<file path="src/dppt_pkg.sv">
// ----------------------------------------------------------------------------
// Depth pixel to point package
// Shared constants, status codes and register indexes of the back-projection
// pipeline and its divider.
// ----------------------------------------------------------------------------
package dppt_pkg;

  localparam int unsigned ImageWidth  = 640;
  localparam int unsigned ImageHeight = 480;

  // Dividend magnitude: 17-bit centered coordinate times 24-bit depth.
  localparam int unsigned DivNumW = 41;
  localparam int unsigned DivDenW = 16;

  localparam logic [2:0] ST_OK      = 3'd0;
  localparam logic [2:0] ST_BOUNDS  = 3'd1;
  localparam logic [2:0] ST_INVALID = 3'd2;
  localparam logic [2:0] ST_RANGE   = 3'd3;
  localparam logic [2:0] ST_CONFIG  = 3'd4;

  localparam logic [2:0] REG_ENCODING   = 3'd0;
  localparam logic [2:0] REG_BYTE_ORDER = 3'd1;
  localparam logic [2:0] REG_MIN_DEPTH  = 3'd2;
  localparam logic [2:0] REG_MAX_DEPTH  = 3'd3;
  localparam logic [2:0] REG_FOCAL_X    = 3'd4;
  localparam logic [2:0] REG_FOCAL_Y    = 3'd5;
  localparam logic [2:0] REG_CENTER_X   = 3'd6;
  localparam logic [2:0] REG_CENTER_Y   = 3'd7;

endpackage

</file>
<file path="src/dppt_div.sv">
// ----------------------------------------------------------------------------
// Pipelined unsigned divider
// Restoring division, one quotient bit per register stage, one new operand
// pair accepted per enabled cycle.
// ----------------------------------------------------------------------------
module dppt_div (
  input  logic                              clk_i,
  input  logic                              en_i,
  input  logic [dppt_pkg::DivNumW-1:0]      num_i,
  input  logic [dppt_pkg::DivDenW-1:0]      den_i,
  output logic [dppt_pkg::DivNumW-1:0]      quo_o
);

  logic [dppt_pkg::DivDenW-1:0] rem_q [dppt_pkg::DivNumW];
  logic [dppt_pkg::DivNumW-1:0] nq_q  [dppt_pkg::DivNumW];

  for (genvar s = 0; s < dppt_pkg::DivNumW; s++) begin : g_stage
    logic [dppt_pkg::DivDenW-1:0] rem_in;
    logic [dppt_pkg::DivNumW-1:0] nq_in;
    logic [dppt_pkg::DivDenW:0]   trial;
    logic                         ge;

    if (s == 0) begin : g_first
      assign rem_in = '0;
      assign nq_in  = num_i;
    end else begin : g_next
      assign rem_in = rem_q[s-1];
      assign nq_in  = nq_q[s-1];
    end

    // The dividend bits shift out at the top while quotient bits shift in.
    assign trial = {rem_in, nq_in[dppt_pkg::DivNumW-1]};
    assign ge    = (trial >= {1'b0, den_i});

    always_ff @(posedge clk_i) begin
      if (en_i) begin
        rem_q[s] <= ge ? dppt_pkg::DivDenW'(trial - {1'b0, den_i})
                       : trial[dppt_pkg::DivDenW-1:0];
        nq_q[s]  <= {nq_in[dppt_pkg::DivNumW-2:0], ge};
      end
    end
  end

  assign quo_o = nq_q[dppt_pkg::DivNumW-1];

endmodule

</file>
<file path="config.mk">
export PLATFORM = sky130hd
export DESIGN_NAME = dppt_div
export DESIGN_NICKNAME = d
export VERILOG_FILES = /design/src/dppt_pkg.sv /design/src/dppt_div.sv
export SDC_FILE = /design/constraint.sdc
export NUM_CORES = 2
export LEC_CHECK = 0
export BUFFER_PORTS_ARGS = -buffer_cell sky130_fd_sc_hd__buf_2
export CAP_MARGIN = 20
export CORE_MARGIN = 2
export CORE_UTILIZATION = 63
export CTS_CLUSTER_DIAMETER = 60
export DETAILED_ROUTE_END_ITERATION = 8
export HOLD_SLACK_MARGIN = 0.05
export MAX_ROUTING_LAYER = met4
export PLACE_DENSITY = 0.9
export SLEW_MARGIN = 15
export SYNTH_ARGS = -nofsm -noshare
export SYNTH_HDL_FRONTEND = slang
export SYNTH_SLANG_ARGS = --single-unit
export TNS_END_PERCENT = 100
</file>
<file path="constraint.sdc">
create_clock -name clk_i -period 6.4 [get_ports clk_i]
set_input_delay 0.96 -clock clk_i [delete_from_list [all_inputs] [get_ports clk_i]]
set_output_delay 0.96 -clock clk_i [all_outputs]
set_load 0.02 [all_outputs]
</file>
# Yosys cells after proc, flatten, opt, wreduce, memory -nomap -nowiden
# Memories as Yosys holds them, arrays and structs flattened.
# Index checks and enable logic that the tools add are counted.
# W data, S select, Z words.
[classes] addsub=41 n_lt_le_gt_ge=41 mux=43
[ops] operator="$ge A17 B16 Y1" n=40
[ops] operator="$mux W16" n=41
[ops] operator="$sub A16 B16 Y16" n=40
[ops] operator="$ge A1 B16 Y1" n=1
[ops] operator="$sub A1 B16 Y16" n=1
[ops] operator="$mux W1" n=2
[totals] inputBits=59 out_inout_bits=41 mem_bits_rw=2337 n_memories=2 word_cells=127 regBits=0
[memory_table] name="nq_q" depth=41 word_bits=41 rd=41 rd_clocked_by_memory_dff=0 write_ports=41 line_no="dppt_div.sv:15" text="logic [dppt_pkg::DivNumW-1:0] nq_q [dppt_pkg::DivNumW];"
[memory_table] name="rem_q" depth=41 word_bits=16 rd=40 rd_clocked_by_memory_dff=0 write_ports=41 line_no="dppt_div.sv:14" text="logic [dppt_pkg::DivDenW-1:0] rem_q [dppt_pkg::DivNumW];"

# Longest topological paths before layout
# An unclocked memory read counts as a cell.
[logic_depth] ltp_word=3 depth_mapped=13 mapped_depth_nobuf=11

# Worst setup path after synthesis
# No wires, ideal clock.
[synth_timing] path_kind="input-to-reg" from="in den_i[1] (netlist bit)" to="mem rem_q[2][120] (netlist bit) (data pin)" setup_slack_ns=1.569 arrival_time_ns=4.571 path_stages=13 t_required_ns=6.140 path_buffers=3 setup_ns=0.260 path_cell_list="clkbuf_1 > inv_1 > ha_1 > nor2b_4 > o31a_1 > o31a_1 > o41a_1 > o21ai_1 > a21oi_1 > or4_1 > buf_6 > buf_12 > mux2_4"
[synth_lines] element="from (decl)" line_no="dppt_div.sv:10" text="input logic [dppt_pkg::DivDenW-1:0] den_i,"
[synth_lines] element="to (decl)" line_no="dppt_div.sv:14"

==> impl_metrics.json <==
{
  "placement.io_buffers": 99,
  "synth_most_common_cell": "sky130_fd_sc_hd__edfxtp_1",
  "setup-violations-final": 0,
  "synthesis.nets": 8037,
  "synth_flop_cell": "sky130_fd_sc_hd__edfxtp_1",
  "rsz0062_at_grt": "false",
  "report.final.hold_viol_count": 0,
  "layout.nets": 8380,
  "post-route-min-period_ns": 4.393,
  "grt_remaining_overflow": 0,
  "path_common_cell": "sky130_fd_sc_hd__buf_4",
  "post_cts_setup_buffers": 0,
  "cts.htree.levels": 4,
  "drt_pre_antenna_iters": 9,
  "boundaryPins": 100,
  "die_x_um": 413.5,
  "cts_tree": "built",
  "route.detailed.vias_per_inst": 6.217,
  "syn_avg_cell_area_um2": 14.48,
  "final-max-slew-violation-count": 0,
  "post_synth_instance_area_um2": 105600,
  "utilization_pct": 70.36,
  "antenna_violations_before_repair": 2,
  "synth_enable_flop_cells": 2321,
  "synth_seq_cells": 2321,
  "cts_made_buffers": 228,
  "ys.warnings.count": 0,
  "placement.cell_area_um2": 109500,
  "p_per_area_nw_per_um2": 498.9,
  "ir_drop_mv": 0.3747,
  "worst_slew_pin_slew_ns": 1.146,
  "synth_async_sr_flop_share_pct": 0,
  "max-clock-path-buffers": 3,
  "vias": 62416,
  "clk-insertion-delay-late_ns": 0.89,
  "leakage_power_total_nw": 43.68,
  "grt.total_usage_pct": 26.38,
  "synthTopCellsByArea": "sky130_fd_sc_hd__edfxtp_1, sky130_fd_sc_hd__ha_1, sky130_fd_sc_hd__mux2_2",
  "timing.setup.tns_ns": 0,
  "placement_rows": 150,
  "worst_ep_arrival_time_ns": 4.97,
  "drt_iter0_drc": 6701,
  "first_global_vias": 61565,
  "tritoncts_num_sinks": 2321,
  "gpl.final_weighted_congestion": 0.9326,
  "worstReg2RegEnd": "rem_q[0][46]",
  "netlist.top_cell.by_area": "sky130_fd_sc_hd__edfxtp_1",
  "critical_path.cell_chain": "buf_2 > clkinv_1 > buf_4 > buf_4 > ha_1 > and4_2 > o21a_1 > o31a_1 > o41a_1 > o21ai_1 > a21oi_1 > or4_1 > mux2_2",
  "grt_pass1_wl_um": 339200,
  "fillers": 10495,
  "layout-area-overhead-vs-synth_pct": 11.14,
  "rr_startpoint": "nq_q[0][81]",
  "timing.hold.worst.start": "num_i[6]",
  "critical_path.startpoint_type": "primary input",
  "synth_top_area_share_pct": 65.98,
  "fmax_ghz": 0.2276,
  "cp_slowest_cell": "sky130_fd_sc_hd__or4_1",
  "timing.reg2reg.worst_path_depth": 11,
  "final_min_period_over_clock_period_pct": 68.64,
  "maxSlewHeadroom_pct": 23.52,
  "critical_path_start_end_classification": "in2reg",
  "largest_net_degree_at_the_start_of_global_routing": 207,
  "design.die.area_um2": 171000,
  "root_buffer": "sky130_fd_sc_hd__clkbuf_16",
  "hold_path_class": "in2reg",
  "skew_ns": 0.05698,
  "die_height_um": 413.5,
  "detailed_route_wire_length_per_cell_um": 21.93,
  "outcome": "complete, no violations",
  "layout-drive-gt1-share_pct": 12.59,
  "synthCells": 7297,
  "ant_nets": 0,
  "routed_wirelength_um": 220100,
  "coreArea_um2": 166800,
  "worst_setup_slack_final_ns": 2.007,
  "yosysUniqueCellTypes": 81,
  "place_hpwl_um": 136100,
  "critPathRequiredTime_ns": 6.98,
  "hold_buffers": 0,
  "synth_top_cells_by_count": "sky130_fd_sc_hd__edfxtp_1, sky130_fd_sc_hd__ha_1, sky130_fd_sc_hd__a21oi_1",
  "synth_seq_area_share_pct": 65.98,
  "min_delay_worst_endpoint": "nq_q[0][7]",
  "max_cap_violations": 0,
  "post-place-ws_ns": 1.196,
  "path_clk_slew_ns": 0.06,
  "effective_utilization_at_floorplan_pct": 63.31,
  "setup.worst_path.end_class": "flop",
  "critical_path.max_fanout": 21,
  "cts_repair_resize_count": 0,
  "critPathMaxStageDelay_ns": 0.87,
  "final_design_area_no_fill_um2": 117400,
  "route.detailed.drc": 0,
  "whs_path_depth": 1,
  "worst-r2r-setup-slack_ns": 2.51
}
-- flip-flops by register name, indices dropped and copies added, names as in the netlist --
signal  flops
nq_q     1681
rem_q     640
-- critical path, delay by kind of cell --
family / cells / cell delay (ns)
buffers and inverters: 4 / 1.15
and+or+nand+nor: 2 / 1.08
AOI/OAI and AO/OA: 5 / 0.93
muxes: 1 / 0.42
adders and majority gates: 1 / 0.38
-- report_power, final --
| group | internal, mW | switching, mW | total (mW) |
|---|---|---|---|
| sequential | 21.2 | 1.79 | 23.0 |
| clock | 7.91 | 5.85 | 13.8 |
| combinational | 9.84 | 12.0 | 21.8 |
-- cell type report --
class / instances / area (um^2) / share of cell area [%]
Timing Repair Buffer: 209 / 1592 / 1.356
Multi-Input combinational cell: 4611 / 34520 / 29.41
Tap cell: 2204 / 2758 / 2.349
Antenna cell: 3 / 7.507 / 0.006395
Clock inverter: 170 / 2008 / 1.711
Sequential cell: 2321 / 69700 / 59.37
Clock buffer: 252 / 5796 / 4.937
Inverter: 269 / 1010 / 0.8602
-- logic make-up after synthesis --
group           share of synthesized area [%]
buf+inv                                 1.374
compound gates                          9.402
flops                                   65.98
simple gates                            6.975
mux                                     4.322
xor+xnor                                3.599
fa+ha+maj                               8.344
-- routing by layer --
layer	share of wire [%]	up-vias	GRT usage (%)	routed length (um)
met4	4.9	0	12.29	10870
met2	49	2626	42.65	107800
li1	-	28830	-	-
met1	40	30226	32.96	87000
met3	6.6	734	4.041	14470
met5	0	-	-	0
-- placed cells by master (no fill, tap or decap), types with 48 or more instances in the layout --
cell type / netlist / routed
sky130_fd_sc_hd__edfxtp_1: 2321 / 2321
sky130_fd_sc_hd__ha_1: 642 / 642
sky130_fd_sc_hd__a21oi_1: 532 / 532
sky130_fd_sc_hd__nor2_1: 475 / 475
sky130_fd_sc_hd__mux2_2: 329 / 329
sky130_fd_sc_hd__nand2_1: 321 / 321
sky130_fd_sc_hd__o21ai_0: 315 / 312
sky130_fd_sc_hd__xnor2_1: 280 / 280
sky130_fd_sc_hd__inv_1: 269 / 264
sky130_fd_sc_hd__clkbuf_16: 0 / 228
sky130_fd_sc_hd__xor2_1: 154 / 154
sky130_fd_sc_hd__a21o_1: 134 / 134
sky130_fd_sc_hd__nand3_1: 127 / 127
sky130_fd_sc_hd__nor3_1: 127 / 127
sky130_fd_sc_hd__o21a_1: 118 / 118
sky130_fd_sc_hd__nor2b_1: 106 / 106
sky130_fd_sc_hd__buf_2: 12 / 97
sky130_fd_sc_hd__buf_4: 3 / 90
sky130_fd_sc_hd__nand4_1: 75 / 75
sky130_fd_sc_hd__mux2i_1: 65 / 65
sky130_fd_sc_hd__nand2b_1: 58 / 58
sky130_fd_sc_hd__or3_1: 54 / 54
sky130_fd_sc_hd__clkinv_1: 0 / 50
sky130_fd_sc_hd__a31oi_1: 50 / 49
sky130_fd_sc_hd__o31a_1: 48 / 48
-- worst max-delay path by stage --
stage,startpoint,end,slack (ns),depth (start not counted)
global route,den_i[6],rem_q[4][27],1.82,13
floorplan,den_i[1],rem_q[2][120],1.57,13
CTS,den_i[6],rem_q[2][117],2.12,13
finish,den_i[6],rem_q[2][118],2.01,13
detailed placement,den_i[6],rem_q[3][30],1.20,13
global placement,den_i[5],rem_q[1][2],1.12,12
-- through the flow --
| stage | instances | hold WS (ns) | power [mW] |
|---|---|---|---|
| 2_1_floorplan | 7297 | 0.4003 | 38.83 |
| 3_3_place_gp | 9611 | 0.4000 | 43.29 |
| 3_5_place_dp | 9611 | 0.4045 | 44.17 |
| 4_1_cts | 10033 | 0.1881 | 58.48 |
| 5_1_grt | 10037 | 0.1999 | 61.70 |
| 6_report | 10039 | 0.2518 | 58.57 |
Note: power is estimated with default switching activity, not from simulation.
